<file path="config.mk">
export PLATFORM = sky130hd
export DESIGN_NAME = periodic_task_tick_scheduler_unit_flat
export DESIGN_NICKNAME = d
export VERILOG_FILES = /design/src/hw/rtl/pts_pkg.sv /design/src/hw/rtl/pts_ifs.sv /design/src/hw/rtl/periodic_task_tick_scheduler_unit.sv /design/src/hw/rtl/pts_front.sv /design/src/hw/rtl/pts_fifo.sv /design/src/hw/rtl/pts_back.sv /design/src/flat_wrapper.sv
export SDC_FILE = /design/constraint.sdc
export NUM_CORES = 1
export LEC_CHECK = 0
export BUFFER_PORTS_ARGS = -buffer_cell sky130_fd_sc_hd__buf_2
export CORE_MARGIN = 10
export CORE_UTILIZATION = 30
export CTS_BUF_LIST = sky130_fd_sc_hd__clkbuf_8
export CTS_CLUSTER_DIAMETER = 120
export DETAILED_ROUTE_END_ITERATION = 12
export GPL_ROUTABILITY_DRIVEN = 0
export SLEW_MARGIN = 20
export SYNTH_ARGS = -nofsm -noshare
export SYNTH_HDL_FRONTEND = slang
export SYNTH_SLANG_ARGS = --single-unit
</file>
<file path="constraint.sdc">
create_clock -name clk -period 8.1 [get_ports clk]
set_input_delay 0 -clock clk [delete_from_list [all_inputs] [get_ports clk]]
set_output_delay 0 -clock clk [all_outputs]
set_load 0.02 [all_outputs]
</file>
<file path="src/hw/rtl/pts_pkg.sv">
// Shared types and constants for the periodic task tick scheduler.
`default_nettype none

package pts_pkg;

	localparam int KIND_W      = 3;
	localparam int TASK_W      = 4;
	localparam int PERIOD_W    = 16;
	localparam int TICK_W      = 8;
	localparam int SLOTS_W     = 4;
	localparam int ELAPSED_W   = 17;
	localparam int IDX_OUT_W   = 3;
	localparam int REPLY_W     = 4;
	localparam int CFG_IDX_W   = 2;
	localparam int CFG_DATA_W  = 8;
	localparam int MAX_RESULTS = 8;
	localparam int RES_CNT_W   = 4;
	localparam int QUEUE_DEPTH = 2;

	localparam logic [KIND_W-1:0] KIND_TICK       = 3'd0;
	localparam logic [KIND_W-1:0] KIND_REGISTER   = 3'd1;
	localparam logic [KIND_W-1:0] KIND_STOP       = 3'd2;
	localparam logic [KIND_W-1:0] KIND_START      = 3'd3;
	localparam logic [KIND_W-1:0] KIND_SET_PERIOD = 3'd4;

	localparam logic [CFG_IDX_W-1:0] CFG_TICK_MS      = 2'd0;
	localparam logic [CFG_IDX_W-1:0] CFG_SLOTS_IN_USE = 2'd1;

	localparam logic [TICK_W-1:0]  TICK_MS_RESET      = 8'd100;
	localparam logic [SLOTS_W-1:0] SLOTS_IN_USE_RESET = 4'd8;

	typedef struct packed {
		logic [KIND_W-1:0]   kind;
		logic [TASK_W-1:0]   task_number;
		logic [PERIOD_W-1:0] period_ms;
		logic                mult_ok;
		logic                ge_tick;
	} pts_cmd_t;

	typedef struct packed {
		logic [TICK_W-1:0]  tick_ms;
		logic [SLOTS_W-1:0] slots_in_use;
	} pts_cfg_t;

	typedef struct packed {
		logic                 fired;
		logic [IDX_OUT_W-1:0] slot_index;
		logic [REPLY_W-1:0]   reply;
		logic                 last;
	} pts_res_t;

endpackage

`default_nettype wire

</file>
<file path="src/hw/rtl/pts_ifs.sv">
// Channel interfaces for requests, results and configuration writes.
`default_nettype none

interface pts_item_if;
	logic                          valid;
	logic                          ready;
	logic [pts_pkg::KIND_W-1:0]    kind;
	logic [pts_pkg::TASK_W-1:0]    task_number;
	logic [pts_pkg::PERIOD_W-1:0]  period_ms;
	modport source (output valid, kind, task_number, period_ms, input ready);
	modport sink (input valid, kind, task_number, period_ms, output ready);
endinterface

interface pts_result_if;
	logic                          valid;
	logic                          ready;
	logic                          fired;
	logic [pts_pkg::IDX_OUT_W-1:0] slot_index;
	logic [pts_pkg::REPLY_W-1:0]   reply;
	logic                          last;
	modport source (output valid, fired, slot_index, reply, last, input ready);
	modport sink (input valid, fired, slot_index, reply, last, output ready);
endinterface

interface pts_cfg_if;
	logic                           valid;
	logic                           ready;
	logic [pts_pkg::CFG_IDX_W-1:0]  index;
	logic [pts_pkg::CFG_DATA_W-1:0] data;
	modport source (output valid, index, data, input ready);
	modport sink (input valid, index, data, output ready);
endinterface

`default_nettype wire

</file>
<file path="src/hw/rtl/periodic_task_tick_scheduler_unit.sv">
// Top level of the periodic task tick scheduler with its configuration registers.
//
//   channel  direction  carries
//   items    in         kind, task_number, period_ms
//   results  out        fired, slot_index, reply, last
//   cfg      in         index, data (tick_ms, slots_in_use)
//
// In the slot engine a tick walks the registered slots in order, reading each slot in
// B_RD and checking it in B_EV; register and set-period requests go through the
// bit-serial remainder check in the front end, other requests pass straight on.
// The command queue lets the front end check the next item while a tick is walked.
// Reset clears the slot count, enable flags and all handshake state at once.
// A stalled result holds in the output register and a further fire waits behind it.
`default_nettype none

module periodic_task_tick_scheduler_unit #(
	parameter int MAX_SLOTS = 8
) (
	input  wire logic clk,
	input  wire logic arst_n,
	pts_item_if.sink     items,
	pts_result_if.source results,
	pts_cfg_if.sink      cfg
);

	pts_pkg::pts_cfg_t  cfg_q;
	pts_pkg::pts_cmd_t  front_cmd;
	logic               front_valid;
	logic               front_ready;
	pts_pkg::pts_cmd_t  queue_cmd;
	logic               queue_valid;
	logic               queue_ready;

	assign cfg.ready = 1'b1;

	always_ff @(posedge clk or negedge arst_n) begin
		if (!arst_n) begin
			cfg_q.tick_ms      <= pts_pkg::TICK_MS_RESET;
			cfg_q.slots_in_use <= pts_pkg::SLOTS_IN_USE_RESET;
		end else if (cfg.valid) begin
			unique case (cfg.index)
				pts_pkg::CFG_TICK_MS:      cfg_q.tick_ms <= cfg.data;
				pts_pkg::CFG_SLOTS_IN_USE: cfg_q.slots_in_use <= cfg.data[pts_pkg::SLOTS_W-1:0];
				default: begin
				end
			endcase
		end
	end

	pts_front u_front (
		.clk       (clk),
		.arst_n    (arst_n),
		.items     (items),
		.tick_ms   (cfg_q.tick_ms),
		.cmd       (front_cmd),
		.cmd_valid (front_valid),
		.cmd_ready (front_ready)
	);

	pts_fifo u_fifo (
		.clk        (clk),
		.arst_n     (arst_n),
		.push_valid (front_valid),
		.push_ready (front_ready),
		.push_data  (front_cmd),
		.pop_valid  (queue_valid),
		.pop_ready  (queue_ready),
		.pop_data   (queue_cmd)
	);

	pts_back #(
		.MAX_SLOTS (MAX_SLOTS)
	) u_back (
		.clk       (clk),
		.arst_n    (arst_n),
		.cmd_valid (queue_valid),
		.cmd_ready (queue_ready),
		.cmd       (queue_cmd),
		.cfg       (cfg_q),
		.results   (results)
	);

	a_fire_no_reply: assert property (@(posedge clk) disable iff (!arst_n)
		results.valid && results.fired |-> results.reply == '0)
		else $error("A fire result carries a nonzero reply.");

	a_only_fires_continue: assert property (@(posedge clk) disable iff (!arst_n)
		results.valid && !results.last |-> results.fired)
		else $error("A result that is not last is not a fire.");

	a_quiet_index_zero: assert property (@(posedge clk) disable iff (!arst_n)
		results.valid && !results.fired |-> results.slot_index == '0)
		else $error("A result without a fire names a slot.");

endmodule

`default_nettype wire

</file>
<file path="src/hw/rtl/pts_front.sv">
// Front end: accepts request items and checks periods against the tick.
`default_nettype none

module pts_front (
	input  wire logic                        clk,
	input  wire logic                        arst_n,
	pts_item_if.sink                         items,
	input  wire logic [pts_pkg::TICK_W-1:0]  tick_ms,
	output pts_pkg::pts_cmd_t                cmd,
	output logic                             cmd_valid,
	input  wire logic                        cmd_ready
);

	localparam int STEP_W = $clog2(pts_pkg::PERIOD_W);

	typedef enum logic [1:0] {F_IDLE, F_DIV, F_PUSH} front_state_t;

	front_state_t                    state_q;
	pts_pkg::pts_cmd_t               cmd_q;
	logic [pts_pkg::TICK_W-1:0]      rem_q;
	logic [pts_pkg::PERIOD_W-1:0]    shf_q;
	logic [STEP_W-1:0]               cnt_q;
	logic [pts_pkg::TICK_W:0]        rem_sh;
	logic [pts_pkg::TICK_W-1:0]      rem_nx;
	logic                            accept;

	assign items.ready = (state_q == F_IDLE);
	assign accept      = items.valid && items.ready;
	assign cmd_valid   = (state_q == F_PUSH);
	assign cmd         = cmd_q;

	always_comb begin
		rem_sh = {rem_q, shf_q[pts_pkg::PERIOD_W-1]};
		if (rem_sh >= {1'b0, tick_ms}) begin
			rem_nx = pts_pkg::TICK_W'(rem_sh - {1'b0, tick_ms});
		end else begin
			rem_nx = rem_sh[pts_pkg::TICK_W-1:0];
		end
	end

	always_ff @(posedge clk or negedge arst_n) begin
		if (!arst_n) begin
			state_q <= F_IDLE;
			cnt_q   <= '0;
		end else begin
			unique case (state_q)
				F_IDLE: begin
					if (accept) begin
						cmd_q.kind        <= items.kind;
						cmd_q.task_number <= items.task_number;
						cmd_q.period_ms   <= items.period_ms;
						cmd_q.ge_tick     <= items.period_ms >= pts_pkg::PERIOD_W'(tick_ms);
						cmd_q.mult_ok     <= 1'b0;
						rem_q             <= '0;
						shf_q             <= items.period_ms;
						cnt_q             <= '1;
						if (items.kind == pts_pkg::KIND_REGISTER ||
						    items.kind == pts_pkg::KIND_SET_PERIOD) begin
							state_q <= F_DIV;
						end else begin
							state_q <= F_PUSH;
						end
					end
				end
				F_DIV: begin
					rem_q <= rem_nx;
					shf_q <= {shf_q[pts_pkg::PERIOD_W-2:0], 1'b0};
					cnt_q <= cnt_q - 1'b1;
					if (cnt_q == '0) begin
						cmd_q.mult_ok <= (rem_nx == '0) && (tick_ms != '0);
						state_q       <= F_PUSH;
					end
				end
				F_PUSH: begin
					if (cmd_ready) begin
						state_q <= F_IDLE;
					end
				end
				default: begin
					state_q <= F_IDLE;
				end
			endcase
		end
	end

endmodule

`default_nettype wire

</file>
<file path="src/hw/rtl/pts_fifo.sv">
// Short command queue between the front end and the slot engine.
`default_nettype none

module pts_fifo (
	input  wire logic              clk,
	input  wire logic              arst_n,
	input  wire logic              push_valid,
	output logic                   push_ready,
	input  wire pts_pkg::pts_cmd_t push_data,
	output logic                   pop_valid,
	input  wire logic              pop_ready,
	output pts_pkg::pts_cmd_t      pop_data
);

	localparam int DEPTH = pts_pkg::QUEUE_DEPTH;
	localparam int PTR_W = (DEPTH > 1) ? $clog2(DEPTH) : 1;
	localparam int CNT_W = $clog2(DEPTH + 1);

	pts_pkg::pts_cmd_t  mem_q [DEPTH];
	logic [PTR_W-1:0]   wr_q;
	logic [PTR_W-1:0]   rd_q;
	logic [CNT_W-1:0]   cnt_q;
	logic               do_push;
	logic               do_pop;

	assign push_ready = (cnt_q != CNT_W'(DEPTH));
	assign pop_valid  = (cnt_q != '0);
	assign pop_data   = mem_q[rd_q];
	assign do_push    = push_valid && push_ready;
	assign do_pop     = pop_valid && pop_ready;

	always_ff @(posedge clk) begin
		if (do_push) begin
			mem_q[wr_q] <= push_data;
		end
	end

	always_ff @(posedge clk or negedge arst_n) begin
		if (!arst_n) begin
			wr_q  <= '0;
			rd_q  <= '0;
			cnt_q <= '0;
		end else begin
			if (do_push) begin
				wr_q <= (wr_q == PTR_W'(DEPTH - 1)) ? '0 : wr_q + 1'b1;
			end
			if (do_pop) begin
				rd_q <= (rd_q == PTR_W'(DEPTH - 1)) ? '0 : rd_q + 1'b1;
			end
			if (do_push && !do_pop) begin
				cnt_q <= cnt_q + 1'b1;
			end else if (do_pop && !do_push) begin
				cnt_q <= cnt_q - 1'b1;
			end
		end
	end

endmodule

`default_nettype wire

</file>
<file path="src/hw/rtl/pts_back.sv">
// Slot engine: holds the task table, runs requests and walks slots on ticks.
`default_nettype none

module pts_back #(
	parameter int MAX_SLOTS = 8
) (
	input  wire logic              clk,
	input  wire logic              arst_n,
	input  wire logic              cmd_valid,
	output logic                   cmd_ready,
	input  wire pts_pkg::pts_cmd_t cmd,
	input  wire pts_pkg::pts_cfg_t cfg,
	pts_result_if.source           results
);

	localparam int SLOT_W = (MAX_SLOTS > 1) ? $clog2(MAX_SLOTS) : 1;
	localparam int CNT_W  = $clog2(MAX_SLOTS + 1);
	localparam int CMP_W  = (CNT_W > pts_pkg::SLOTS_W) ? CNT_W : pts_pkg::SLOTS_W;

	typedef enum logic [2:0] {B_IDLE, B_EXEC, B_RD, B_EV, B_END} back_state_t;

	back_state_t                      state_q;
	pts_pkg::pts_cmd_t                cmd_q;
	pts_pkg::pts_res_t                res_q;
	logic                             out_valid_q;
	logic [CNT_W-1:0]                 count_q;
	logic [MAX_SLOTS-1:0]             enabled_q;
	logic [SLOT_W-1:0]                idx_q;
	logic [SLOT_W-1:0]                pend_idx_q;
	logic                             pend_valid_q;
	logic [pts_pkg::RES_CNT_W-1:0]    n_q;

	logic [pts_pkg::PERIOD_W-1:0]     period_mem [MAX_SLOTS];
	logic [pts_pkg::ELAPSED_W-1:0]    elapsed_mem [MAX_SLOTS];
	logic [pts_pkg::PERIOD_W-1:0]     per_rd_q;
	logic [pts_pkg::ELAPSED_W-1:0]    ela_rd_q;

	logic                             per_we;
	logic [SLOT_W-1:0]                per_wa;
	logic [pts_pkg::PERIOD_W-1:0]     per_wd;
	logic                             ela_we;
	logic [SLOT_W-1:0]                ela_wa;
	logic [pts_pkg::ELAPSED_W-1:0]    ela_wd;

	logic                             load_ok;
	logic                             res_load;
	logic                             en_cur;
	logic [pts_pkg::ELAPSED_W-1:0]    sum;
	logic                             fire;
	logic                             emit;
	logic                             stall_ev;
	logic                             last_slot;
	logic                             task_ok;
	logic                             reg_ok;
	logic [CMP_W-1:0]                 limit;
	logic [SLOT_W-1:0]                task_slot;
	logic [pts_pkg::REPLY_W-1:0]      reply;

	assign cmd_ready          = (state_q == B_IDLE);
	assign results.valid      = out_valid_q;
	assign results.fired      = res_q.fired;
	assign results.slot_index = res_q.slot_index;
	assign results.reply      = res_q.reply;
	assign results.last       = res_q.last;

	assign load_ok   = !out_valid_q || results.ready;
	assign en_cur    = enabled_q[idx_q];
	assign sum       = ela_rd_q + pts_pkg::ELAPSED_W'(cfg.tick_ms);
	assign fire      = en_cur && (sum >= pts_pkg::ELAPSED_W'(per_rd_q));
	assign emit      = fire && (n_q < pts_pkg::RES_CNT_W'(pts_pkg::MAX_RESULTS));
	assign stall_ev  = emit && pend_valid_q && !load_ok;
	assign res_load  = (state_q == B_EXEC && load_ok) ||
	                   (state_q == B_EV && !stall_ev && emit && pend_valid_q) ||
	                   (state_q == B_END && load_ok);
	assign last_slot = (CNT_W'(idx_q) + CNT_W'(1)) == count_q;
	assign task_slot = SLOT_W'(cmd_q.task_number - 1'b1);
	assign task_ok   = (cmd_q.task_number != '0) &&
	                   (CMP_W'(cmd_q.task_number) <= CMP_W'(count_q));
	assign limit     = (CMP_W'(cfg.slots_in_use) > CMP_W'(MAX_SLOTS)) ?
	                   CMP_W'(MAX_SLOTS) : CMP_W'(cfg.slots_in_use);
	assign reg_ok    = cmd_q.mult_ok && cmd_q.ge_tick && (CMP_W'(count_q) < limit);

	always_comb begin
		unique case (cmd_q.kind)
			pts_pkg::KIND_REGISTER:   reply = reg_ok ? pts_pkg::REPLY_W'(count_q + 1'b1) : '0;
			pts_pkg::KIND_STOP:       reply = pts_pkg::REPLY_W'(task_ok);
			pts_pkg::KIND_START:      reply = pts_pkg::REPLY_W'(task_ok);
			pts_pkg::KIND_SET_PERIOD: reply = pts_pkg::REPLY_W'(task_ok && cmd_q.mult_ok);
			default:                  reply = '0;
		endcase
	end

	always_comb begin
		per_we = 1'b0;
		per_wa = task_slot;
		per_wd = cmd_q.period_ms;
		ela_we = 1'b0;
		ela_wa = idx_q;
		ela_wd = fire ? '0 : sum;
		if (state_q == B_EXEC && load_ok) begin
			if (cmd_q.kind == pts_pkg::KIND_REGISTER && reg_ok) begin
				per_we = 1'b1;
				per_wa = SLOT_W'(count_q);
				ela_we = 1'b1;
				ela_wa = SLOT_W'(count_q);
				ela_wd = '0;
			end else if (cmd_q.kind == pts_pkg::KIND_SET_PERIOD && task_ok && cmd_q.mult_ok) begin
				per_we = 1'b1;
			end
		end else if (state_q == B_EV && !stall_ev && en_cur) begin
			ela_we = 1'b1;
		end
	end

	always_ff @(posedge clk) begin
		if (per_we) begin
			period_mem[per_wa] <= per_wd;
		end
		per_rd_q <= period_mem[idx_q];
	end

	always_ff @(posedge clk) begin
		if (ela_we) begin
			elapsed_mem[ela_wa] <= ela_wd;
		end
		ela_rd_q <= elapsed_mem[idx_q];
	end

	always_ff @(posedge clk or negedge arst_n) begin
		if (!arst_n) begin
			state_q      <= B_IDLE;
			out_valid_q  <= 1'b0;
			count_q      <= '0;
			enabled_q    <= '0;
			idx_q        <= '0;
			pend_idx_q   <= '0;
			pend_valid_q <= 1'b0;
			n_q          <= '0;
		end else begin
			out_valid_q <= res_load || (out_valid_q && !results.ready);
			unique case (state_q)
				B_IDLE: begin
					if (cmd_valid) begin
						cmd_q <= cmd;
						if (cmd.kind == pts_pkg::KIND_TICK) begin
							idx_q        <= '0;
							n_q          <= '0;
							pend_idx_q   <= '0;
							pend_valid_q <= 1'b0;
							state_q      <= (count_q == '0) ? B_END : B_RD;
						end else begin
							state_q <= B_EXEC;
						end
					end
				end
				B_EXEC: begin
					if (load_ok) begin
						res_q       <= '{fired: 1'b0, slot_index: '0, reply: reply, last: 1'b1};
						if (cmd_q.kind == pts_pkg::KIND_REGISTER && reg_ok) begin
							enabled_q[SLOT_W'(count_q)] <= 1'b1;
							count_q                     <= count_q + 1'b1;
						end else if (cmd_q.kind == pts_pkg::KIND_STOP && task_ok) begin
							enabled_q[task_slot] <= 1'b0;
						end else if (cmd_q.kind == pts_pkg::KIND_START && task_ok) begin
							enabled_q[task_slot] <= 1'b1;
						end
						state_q <= B_IDLE;
					end
				end
				B_RD: begin
					state_q <= B_EV;
				end
				B_EV: begin
					if (!stall_ev) begin
						if (emit && pend_valid_q) begin
							res_q <= '{fired: 1'b1, slot_index: pts_pkg::IDX_OUT_W'(pend_idx_q),
							           reply: '0, last: 1'b0};
						end
						if (emit) begin
							pend_idx_q   <= idx_q;
							pend_valid_q <= 1'b1;
							n_q          <= n_q + 1'b1;
						end
						if (last_slot) begin
							state_q <= B_END;
						end else begin
							idx_q   <= idx_q + 1'b1;
							state_q <= B_RD;
						end
					end
				end
				B_END: begin
					if (load_ok) begin
						res_q <= '{fired: pend_valid_q,
						           slot_index: pts_pkg::IDX_OUT_W'(pend_idx_q),
						           reply: '0, last: 1'b1};
						pend_valid_q <= 1'b0;
						state_q      <= B_IDLE;
					end
				end
				default: begin
					state_q <= B_IDLE;
				end
			endcase
		end
	end

endmodule

`default_nettype wire

</file>
<file path="src/flat_wrapper.sv">
// flat-port wrapper written by rule: the top's interface ports become plain ports
module periodic_task_tick_scheduler_unit_flat 
#(
	parameter int MAX_SLOTS = 8
)
  (clk, arst_n, items_valid, items_kind, items_task_number, items_period_ms, items_ready, results_valid, results_fired, results_slot_index, results_reply, results_last, results_ready, cfg_valid, cfg_index, cfg_data, cfg_ready);
  pts_item_if items_i ();
  pts_result_if results_i ();
  pts_cfg_if cfg_i ();
  input  wire logic clk;
  input  wire logic arst_n;
  input wire logic [$bits(items_i.valid)-1:0] items_valid;
  input wire logic [$bits(items_i.kind)-1:0] items_kind;
  input wire logic [$bits(items_i.task_number)-1:0] items_task_number;
  input wire logic [$bits(items_i.period_ms)-1:0] items_period_ms;
  output wire logic [$bits(items_i.ready)-1:0] items_ready;
  output wire logic [$bits(results_i.valid)-1:0] results_valid;
  output wire logic [$bits(results_i.fired)-1:0] results_fired;
  output wire logic [$bits(results_i.slot_index)-1:0] results_slot_index;
  output wire logic [$bits(results_i.reply)-1:0] results_reply;
  output wire logic [$bits(results_i.last)-1:0] results_last;
  input wire logic [$bits(results_i.ready)-1:0] results_ready;
  input wire logic [$bits(cfg_i.valid)-1:0] cfg_valid;
  input wire logic [$bits(cfg_i.index)-1:0] cfg_index;
  input wire logic [$bits(cfg_i.data)-1:0] cfg_data;
  output wire logic [$bits(cfg_i.ready)-1:0] cfg_ready;
  assign items_i.valid = items_valid;
  assign items_i.kind = items_kind;
  assign items_i.task_number = items_task_number;
  assign items_i.period_ms = items_period_ms;
  assign items_ready = items_i.ready;
  assign results_valid = results_i.valid;
  assign results_fired = results_i.fired;
  assign results_slot_index = results_i.slot_index;
  assign results_reply = results_i.reply;
  assign results_last = results_i.last;
  assign results_i.ready = results_ready;
  assign cfg_i.valid = cfg_valid;
  assign cfg_i.index = cfg_index;
  assign cfg_i.data = cfg_data;
  assign cfg_ready = cfg_i.ready;
  periodic_task_tick_scheduler_unit #(.MAX_SLOTS(MAX_SLOTS)) u_core (.clk(clk), .arst_n(arst_n), .items(items_i), .results(results_i), .cfg(cfg_i));
endmodule
</file>
**Word-level counts from Yosys, hierarchy flattened**

Memories as Yosys holds them, arrays and structs flattened. A register that Yosys moved wholly into a read port is not among the register bits.
Cells that the tools add are included.
Widths: inputs -> output; s select.

- Bits in writable memories: 314
- Output and inout port bits: 12
- Input port bits: 38
- Register bits: 132
- Memories: 3

- Add/subtract/negate cells: 12
- Bitwise logic cells: 4
- $lt $le $gt $ge: 12
- Equal/unequal tests: 27
- Reduce and logical (&&, ||, !) cells: 72
- Multiplexer cells: 81

Memories:

| memory | depth | width | rd ports | clocked after memory_dff | write ports | line | source |
|---|---|---|---|---|---|---|---|
| u_core.u_back.elapsed_mem | 8 | 17 | 1 | 1 | 1 | pts_back.sv:34 | `logic [pts_pkg::ELAPSED_W-1:0] elapsed_mem [MAX_SLOTS];` |
| u_core.u_back.period_mem | 8 | 16 | 1 | 1 | 1 | pts_back.sv:33 | `logic [pts_pkg::PERIOD_W-1:0] period_mem [MAX_SLOTS];` |
| u_core.u_fifo.mem_q | 2 | 25 | 1 | 0 | 1 | pts_fifo.sv:19 | `pts_pkg::pts_cmd_t mem_q [DEPTH];` |

Operators by type and width:

| kind | count |
|---|---|
| $mux 17 | 3 |
| $mux 3 | 16 |
| $mux 8 | 5 |
| $mux 9 | 4 |
| $pmux 16 s2 | 1 |
| $logic_and 1x1->1 | 28 |
| $mux 4 | 7 |
| $pmux 9 s3 | 1 |
| $mux 1 | 23 |
| $reduce_and 3->1 | 7 |
| $ne 2x2->1 const B | 10 |
| $add 17x8->17 | 1 |
| $ge 17x16->1 | 1 |
| $ge 16x8->1 | 1 |
| $mux 16 | 1 |
| $or 8x8->8 | 2 |
| $pmux 4 s2 | 2 |
| $pmux 8 s2 | 1 |
| $mux 2 | 7 |
| $eq 3x2->1 const B | 4 |
| $lt 3x4->1 const B | 3 |
| $pmux 3 s2 | 2 |
| $pmux 3 s4 | 1 |
| $pmux 4 s3 | 1 |
| 43 further kinds | 76 |

**Longest topological paths before layout**

Gate-level depths: netlist of run 1.

- Word-level depth: 13
- Depth in mapped cells: 18
- Mapped depth without buffers: 17

**Hierarchy**

From an unflattened synthesis of run 1, not the netlist that was laid out.

- Cell total of the unflattened synthesis: 1263
- Area total of the unflattened synthesis: 20228.2 µm²

By module, submodules not included:

| module | instances | sequential area each (µm²) | cells an instance | area an instance (µm²) |
|---|---|---|---|---|
| pts_back | 1 | 10284.9 | 887 | 14849.2 |
| pts_front | 1 | 1621.6 | 252 | 2801.4 |
| pts_fifo | 1 | 1601.5 | 96 | 2099.5 |
| periodic_task_tick_scheduler_unit | 1 | 305.3 | 28 | 478.0 |

**Worst setup path after synthesis of run 1**

OpenSTA, ideal clock, no wires.

- Kind: register to register
- From: reg u_core.cfg_q[4] (netlist name)
- To: mem u_core.u_back.elapsed_mem[7][0] (netlist bit) (enable)
- Buffers on the path: 0
- Setup slack: 3.562 ns
- Cell stages (with the launch flop): 18
- Setup time: 0.390 ns
- Data arrival time: 4.148 ns
- Path through: dfrtp_1 ha_1 inv_1 fa_1 nand2b_1 a21oi_1 nor2b_1 o21ai_0 nand2_1 xnor2_1 ha_1 a211oi_1 nand2_1 a211oi_1 o211ai_4 o21ai_0 a32oi_1 nor2_1

- Cells in the longest elaborated chain, start to end: 13

RTL lines:

| what | line | source |
|---|---|---|
| $add 17x8->17 | pts_back.sv:68 | `assign sum = ela_rd_q + pts_pkg::ELAPSED_W'(cfg.tick_ms);` |
| $ge 17x16->1 | pts_back.sv:69 | `assign fire = en_cur && (sum >= pts_pkg::ELAPSED_W'(per_rd_q));` |
| $logic_and 1x1->1 | pts_back.sv:69 |  |
| $logic_and 1x1->1 | pts_back.sv:70 | `assign emit = fire && (n_q < pts_pkg::RES_CNT_W'(pts_pkg::MAX_RESULTS));` |
| $logic_and 1x1->1 (2 in series) | pts_back.sv:71 | `assign stall_ev = emit && pend_valid_q && !load_ok;` |
| $logic_not 1->1 | - |  |
| $logic_and 1x1->1 (2 in series) | pts_back.sv:110 | `end else if (state_q == B_EV && !stall_ev && en_cur) begin` |
| $mux 1 | pts_back.sv:110 |  |
| $mux 1 | pts_back.sv:100 | `if (state_q == B_EXEC && load_ok) begin` |
| $mux 1 | pts_back.sv:123 | `if (ela_we) begin` |
| $mux 1 (not written as such) | pts_back.sv:124 | `elapsed_mem[ela_wa] <= ela_wd;` |
| end: declaration | pts_back.sv:34 |  |

No other way between the ends.

**Final worst setup path of run 1**

- From: reg u_core.cfg_q[4] (netlist name)
- To: mem u_core.u_back.elapsed_mem[1][13] (netlist bit) (data pin)

- Cells in the longest elaborated chain, start to end: 6

RTL lines:

| what | line | source |
|---|---|---|
| $add 17x8->17 (*) | pts_back.sv:68 |  |
| $ge 17x16->1 | pts_back.sv:69 |  |
| $logic_and 1x1->1 | pts_back.sv:69 |  |
| $mux 17 (*) | pts_back.sv:99 | `ela_wd = fire ? '0 : sum;` |
| $mux 17 | pts_back.sv:101 | `if (cmd_q.kind == pts_pkg::KIND_REGISTER && reg_ok) begin` |
| $mux 17 (*) | pts_back.sv:100 |  |
| net u_core.u_back.ela_wd, one bit | pts_back.sv:43 | `logic [pts_pkg::ELAPSED_W-1:0] ela_wd;` |

The timed path passes the listed nets; every way through them passes the cells marked *.

==> qor.yml, run 1 <==
timing:
  setup_viol: 0
  relSlewSlack_pct: 28.4
  fin_crit_sh_pct: 66.2
  report.final.slew_viol_count: 0
  clock_skew_ns: 0.0245
  rsz0062_at_grt: "false"
  tightest_slew_ns: 1.07
  fin_ws_ns: 2.74
  fin_setup_tns_ns: 0
  layout_min_cycle_time_ns: 5.36
  hold_viol: 0
  clock.fmax_mhz: 187
power_and_ir_drop:
  p_per_area_nw_per_um2: 340
  peakVddDrop_mv: 0.163
  p_leak_nw: 8.32
clock_network:
  insertion_delay_ns: 0.63
  path_clk_slew_ns: 0.06
  numClockSinks: 479
  hold_buffers: 53
  cts_buffer_depth: 3
  tritoncts: "done"
  clockRootBuffer: "clkbuf_8"
  ctsResizeCount: 0
  post_cts_buffers: 0
  h-tree-depth: 3
  numCtsBuffers: 77
worst_setup_path:
  critPathKind: "reg2reg"
  r2r_cells: 17
  r2r_slack_ns: 2.74
  end_kind: "flop"
  rr_endpoint: "u_core.u_back.elapsed_mem[1][13]"
  startpoint_type: "flop"
  crit_required_ns: 8.44
  r2r-start: "u_core.cfg_q[4]"
  critPathArrivalTime_ns: 5.70
  cp_max_fo: 15
logic_synthesis:
  syn_nets: 1364
  synth-seq-area-share_pct: 68.4
  syn_area_um2: 20200
  ys_ff_latch: 479
  synth.avg_cell_area_um2: 15.9
  synthDistinctLibCells: 79
  synthFlopType: "edfxtp_1"
  synth-edff-count: 397
  synthArstFlopShare_pct: 10.2
  ys.warnings.count: 0
  syn-instance-count: 1270
floorplan:
  ios: 50
  start_util_pct: 30.2
  die_h_um: 279
  rows: 95
  dieArea_um2: 78000
  die_w_um: 279
  core_area_um2: 66900
worst_hold_path:
  whs_path_depth: 2
  worstHoldStart: "items_task_number[2]"
  hold_path_end: "u_core.u_front.cmd[20]"
  hp-class: "in2reg"
routing:
  avgRoutedWirePerCell_um: 18.1
  drc: 0
  viasPerCell: 4.74
  ant_nets: 0
  routed_wl_um: 42800
  drtIter0Drc: 665
  first_pass_iters: 5
  dr_total_vias: 11200
global_routing:
  grt_overflow_total: 0
  grt_max_degree: 56
  grt_usage_pct: 11.0
  antenna_found_initial: 0
  grt_pass1_wl_um: 67700
  grt_pass1_vias: 11900
cells_and_area:
  area_growth_pct: 16.4
  fin_nets: 1528
  num_antenna_cells: 0
  final_common_cell: "edfxtp_1"
  num-fill-cells: 6367
  most-common-layout-cells: "edfxtp_1, nand2_1, inv_1, clkbuf_8, nor2_1"
  drive_above_1_share_pct: 22.8
placed_design:
  place_ws_ns: 2.78
  port_buffers: 48
  dp_hpwl_um: 27700
status:
  status: "complete, no violations"
flow_run:
  maxCapViolCount: 0
worst max path at each step:
stage | startpoint | endpoint | slack, ns | depth (start not counted)
3_3_place_gp | u_core.cfg_q[4] | u_core.u_back.elapsed_mem[0][11] | 3.12 | 17
4_1_cts | u_core.cfg_q[4] | u_core.u_back.elapsed_mem[4][13] | 2.69 | 17
5_1_grt | u_core.cfg_q[4] | u_core.u_back.elapsed_mem[3][13] | 2.27 | 17
3_5_place_dp | u_core.cfg_q[4] | u_core.u_back.elapsed_mem[0][15] | 2.78 | 17
6_report | u_core.cfg_q[4] | u_core.u_back.elapsed_mem[1][13] | 2.74 | 17
2_1_floorplan | u_core.cfg_q[4] | u_core.u_back.elapsed_mem[7][0] | 3.56 | 17
metrics by stage:
step / std cells / instance area [um2] / total power (W) / hold slack [ns] / util, %
detailed placement: 2175 / 21500 / 0.00610 / 0.186 / 32.2
CTS: 2366 / 23500 / 0.00808 / 0.0215 / 35.1
finish: 2366 / 23500 / 0.00799 / 0.0907 / 35.1
global placement: 2175 / 21500 / 0.00602 / 0.188 / 32.2
floorplan: 1270 / 20200 / 0.00539 / -0.296 / -
global route: 2366 / 23500 / 0.00849 / 0.0626 / 35.1
worst max-delay path, stage by stage, from the launching register on:
cell,delay [ns]
dfrtp_1,0.44
ha_1,0.21
inv_1,0.06
fa_1,0.39
nand2b_1,0.18
a21oi_1,0.30
nor2b_1,0.12
o21ai_0,0.53
nand2_1,0.15
xnor2_1,0.24
ha_1,0.28
a211oi_1,0.23
nand2_1,0.09
a211oi_1,0.33
o211ai_4,0.17
o21ai_0,0.45
o21ai_2,0.38
a21oi_1,0.52
cell type report:
type	instances	area [um2]	area share [%]
Inverter	61	229	0.975
Clock inverter	54	279	1.19
Multi-Input combinational cell	685	5930	25.2
Timing Repair Buffer	130	988	4.21
Sequential cell	479	13800	58.8
Tap cell	873	1090	4.65
Clock buffer	84	1160	4.92
sequential cells by signal, summed over array words and instances, names as in the netlist, 4 cells and up, named ones only:
signal / cells
u_core.u_front.cnt_q: 4
u_core.u_front.cmd: 25
u_core.u_front.shf_q: 16
u_core.u_back.per_wd: 16
u_core.u_back.per_rd_q: 16
u_core.u_back.period_mem: 128
u_core.u_back.n_q: 4
u_core.u_back.results.reply: 4
u_core.u_back.cmd_q: 9
u_core.u_front.rem_q: 8
u_core.cfg_q: 12
u_core.u_fifo.mem_q: 50
u_core.u_back.count_q: 4
u_core.u_back.ela_rd_q: 17
u_core.u_back.elapsed_mem: 136
cell families after synthesis:
logic type | Yosys count | share of synthesized area, %
AND/OR/NAND/NOR | 291 | 6.99
AO/OA/AOI/OAI | 159 | 5.45
buffers and inverters | 106 | 2.22
XOR/XNOR | 28 | 1.25
flip-flops | 479 | 68.4
other | 1 | 0.0186
adder cells (fa/ha/maj) | 56 | 3.55
multiplexers | 150 | 12.1
cell usage after synthesis, types with 4 or more instances:
| master | instances | area, um2 |
|---|---|---|
| a22o_1 | 5 | 43.8 |
| edfxtp_1 | 397 | 11900 |
| xor2_1 | 6 | 52.6 |
| mux4_2 | 68 | 1530 |
| xnor2_1 | 21 | 184 |
| nor2_1 | 76 | 285 |
| nor2b_1 | 20 | 125 |
| o31ai_1 | 8 | 60.1 |
| dfrtp_1 | 45 | 1130 |
| nor4_1 | 5 | 31.3 |
| nor3b_1 | 6 | 45.0 |
| and2_1 | 6 | 37.5 |
| nor3_1 | 17 | 85.1 |
| a31oi_1 | 6 | 37.5 |
| a21oi_1 | 41 | 205 |
| nand2b_1 | 13 | 81.3 |
| dfstp_2 | 4 | 105 |
| mux2i_1 | 13 | 130 |
| nand3_1 | 14 | 70.1 |
| a21o_1 | 8 | 60.1 |
| buf_2 | 16 | 80.1 |
| nand4_1 | 12 | 75.1 |
| clkbuf_1 | 18 | 67.6 |
| o21a_1 | 8 | 60.1 |
| and3_1 | 5 | 31.3 |
| mux2_2 | 69 | 777 |
| a211oi_1 | 6 | 45.0 |
| inv_1 | 60 | 225 |
| ha_1 | 54 | 676 |
| buf_1 | 6 | 22.5 |
| dfxtp_1 | 33 | 661 |
| or3_1 | 8 | 50.1 |
| o21ai_0 | 33 | 165 |
| nand2_1 | 93 | 349 |
power breakdown:
part | switching, W | internal, W | leakage (nW)
registers | 0.000306 | 0.00332 | 4.47
clock network | 0.000930 | 0.000994 | 0.847
logic | 0.00140 | 0.00104 | 3.01
total | 0.00264 | 0.00535 | 8.32
layer usage:
layer  vias to the layer above  global-route usage (%)  wire length [um]
met4                         0                    4.20               998
met2                       217                    19.4             21800
met3                        63                    1.92              1560
met5                         -                       0                 0
met1                      5728                    13.4             18500
li1                       5211                       -                 -
Note: power is estimated with default switching activity, not from simulation.
==> run 2, diff against run 1 <==
==> constraint.sdc (replaced) <==
create_clock -name clk -period 5.5 [get_ports clk]
set_input_delay 0 -clock clk [delete_from_list [all_inputs] [get_ports clk]]
set_output_delay 0 -clock clk [all_outputs]
set_load 0.02 [all_outputs]
==> run 2 against run 1 <==
Compared with the run above: sequential share of layout area down 0.30 points; design area up 0.51%; utilization rose by 0.18 points; clock skew barely moved; final cell count increased by 0.25%; first-iteration DRC count is 3.8% higher; global-route usage rose by 0.16 points; hold slack worse by 0.012 ns; critical path type unchanged; critical endpoint is now u_core.u_back.elapsed_mem[4][9]; largest power group unchanged; highest routed layer unchanged.
==> qor.yml, run 2 (synthesis results as in run 1) <==
worst_setup_path:
  critPathArrivalTime_ns: 5.40  # -0.30 ns
  r2r_slack_ns: 0.45  # -2.29 ns
  end_kind: "flop"
  r2r-start: "u_core.cfg_q[5]"
  rr_endpoint: "u_core.u_back.elapsed_mem[4][9]"
  crit_required_ns: 5.85  # -2.59 ns
  r2r_cells: 16  # -1
  cp_max_fo: 15  # unchanged
  startpoint_type: "flop"
  critPathKind: "reg2reg"
clock_network:
  tritoncts: "done"
  ctsResizeCount: 0  # unchanged
  numClockSinks: 479  # unchanged
  cts_buffer_depth: 3  # unchanged
  path_clk_slew_ns: 0.07  # about the same
  h-tree-depth: 3  # unchanged
  post_cts_buffers: 0  # unchanged
  numCtsBuffers: 79  # +2.6%
  insertion_delay_ns: 0.64  # about the same
  clockRootBuffer: "clkbuf_8"
floorplan:
  rows: 95  # unchanged
  core_area_um2: 66900  # unchanged
  start_util_pct: 30.2  # unchanged
  die_w_um: 279  # unchanged
  dieArea_um2: 78000  # unchanged
  ios: 50  # unchanged
  die_h_um: 279  # unchanged
status:
  status: "complete, no violations"
timing:
  fin_crit_sh_pct: 91.9  # +26 points
  relSlewSlack_pct: 34.1  # +5.7 points
  hold_viol: 0  # unchanged
  whs_ns: 0.0791  # -0.0116 ns
  rsz0062_at_grt: "false"
  report.final.slew_viol_count: 0  # unchanged
  clock.fmax_mhz: 198  # +6.1%
  clock_skew_ns: 0.0244  # -0.0000721 ns
  setup_viol: 0  # unchanged
  tightest_slew_ns: 0.989  # -0.0854 ns
  fin_setup_tns_ns: 0  # unchanged
  layout_min_cycle_time_ns: 5.05  # -0.308 ns
power_and_ir_drop:
  p_clk_share_pct: 25.3  # +1.2 points
  swShare_pct: 33.1  # +0.10 points
  power.internal_w: 0.00805  # +51%
  p_comb_share_pct: 30.4  # about the same
  p_sw_w: 0.00399  # +51%
  p_leak_nw: 8.38  # +0.61%
  p_seq_share_pct: 44.4  # -1.0 points
  peakVddDrop_mv: 0.344  # +110%
  p_per_area_nw_per_um2: 510  # +50%
cells_and_area:
  largest_reg_flops: 136  # unchanged
  most-common-layout-cells: "edfxtp_1, nand2_1, clkbuf_8, inv_1, nor2_1"
  top_regs: "u_core.u_back.elapsed_mem x136, u_core.u_back.period_mem x128, u_core.u_fifo.mem_q x50"
  area_growth_pct: 17.0
  num-fill-cells: 6325  # -0.66%
  fin_nets: 1528  # unchanged
  regMostFlops: "u_core.u_back.elapsed_mem"
  final_common_cell: "edfxtp_1"
  drive_above_1_share_pct: 23.5  # +0.71 points
  num_antenna_cells: 0  # unchanged
routing:
  first_pass_iters: 5  # unchanged
  dr_total_vias: 11200  # +0.20%
  drc: 0  # unchanged
  drtIter0Drc: 690  # +3.8%
  viasPerCell: 4.74  # about the same
  avgRoutedWirePerCell_um: 18.3  # +1.1%
  ant_nets: 0  # unchanged
  routed_wl_um: 43400  # +1.4%
global_routing:
  antenna_found_initial: 0  # unchanged
  grt_overflow_total: 0  # unchanged
  grt_pass1_wl_um: 68300  # +0.87%
  grt_pass1_vias: 12000  # +0.65%
  grt_max_degree: 59  # +5.4%
  grt_usage_pct: 11.2  # +0.16 points
placed_design:
  dp_hpwl_um: 28000  # +1.2%
  port_buffers: 48  # unchanged
worst_hold_path:
  whs_path_depth: 2  # unchanged
  worstHoldStart: "items_task_number[1]"
  hold_path_end: "u_core.u_front.cmd[19]"
  hp-class: "in2reg"
flow_run:
  maxCapViolCount: 0  # unchanged
[run 2: cell count changes in the layout (fill, tap and decap cells not counted), moves of 2 or more]
cell / before / now
clkbuf_8: 84 / 92
inv_8: 0 / 2
clkinv_1: 8 / 10
inv_6: 4 / 1
inv_1: 90 / 87
dlygate4sd3_1: 53 / 50
[run 2: repair_timing]
| item | 4_1_cts | 5_1_grt |
|---|---|---|
| setup endpoints to repair | 0 | 0 |
| hold buffers | 50 | 0 |
| endpoints found under the hold margin | 111 | 0 |
[run 2: cell type report]
cell class                 count  area (um2)  area share [%]
inverter                      61         229           0.970
multi-input combinational    685        5940            25.1
timing repair buffer         128         966            4.09
sequential                   479       13800            58.5
clock inverter                54         302            1.28
clock buffer                  92        1270            5.36
tap                          873        1090            4.63
[run 2: per-stage QoR]
step | utilization [%] | cell area [um2] | worst slack [ns] | total power, W | std cells
detailed placement | 32.2 | 21500 | 0.594 | 0.00905 | 2176
CTS | 35.3 | 23600 | 0.558 | 0.0122 | 2372
global placement | 32.2 | 21500 | 0.807 | 0.00893 | 2176
global route | 35.3 | 23600 | 0.116 | 0.0128 | 2372
finish | 35.3 | 23600 | 0.447 | 0.0120 | 2372
floorplan | - | 20200 | 0.962 | 0.00794 | 1270
[run 2: routing by layer]
| metal | vias up | share of wire (%) | GRT usage, % |
|---|---|---|---|
| li1 | 5207 | - | - |
| met1 | 5638 | 42 | 13.7 |
| met2 | 322 | 50 | 19.2 |
| met3 | 74 | 5.1 | 2.08 |
| met4 | 0 | 2.6 | 4.67 |
| met5 | - | 0 | 0 |
[run 2: power groups by stage]
stage	Clock (W)	Sequential (W)	Combinational [W]
6_report	0.00304	0.00534	0.00366
5_1_grt	0.00330	0.00541	0.00407
4_1_cts	0.00313	0.00535	0.00369
3_5_place_dp	0	0.00541	0.00363
3_3_place_gp	0	0.00539	0.00354
2_1_floorplan	0	0.00515	0.00280
[run 2: how the worst max path moves through the flow]
stage	end	slack (ns)	start
floorplan	u_core.u_back.elapsed_mem[7][0]	0.96	u_core.cfg_q[4]
global placement	u_core.u_back.elapsed_mem[0][9]	0.81	u_core.cfg_q[5]
detailed placement	u_core.u_back.elapsed_mem[6][9]	0.59	u_core.cfg_q[5]
CTS	u_core.u_back.elapsed_mem[4][9]	0.56	u_core.cfg_q[5]
global route	u_core.u_back.elapsed_mem[4][9]	0.12	u_core.cfg_q[5]
finish	u_core.u_back.elapsed_mem[4][9]	0.45	u_core.cfg_q[5]
[run 2: worst max-delay path: stages (launching register included)]
cell	delay (ns)
dfrtp_1	0.43
ha_1	0.30
a21o_1	0.19
a21oi_1	0.25
o21ai_0	0.16
a21o_1	0.19
a31oi_1	0.58
o21ai_0	0.27
nand2_1	0.15
ha_1	0.24
nand2_1	0.10
nor3_1	0.08
a211oi_1	0.36
o211ai_4	0.18
o21ai_0	0.33
o21ai_2	0.33
a21oi_1	0.61
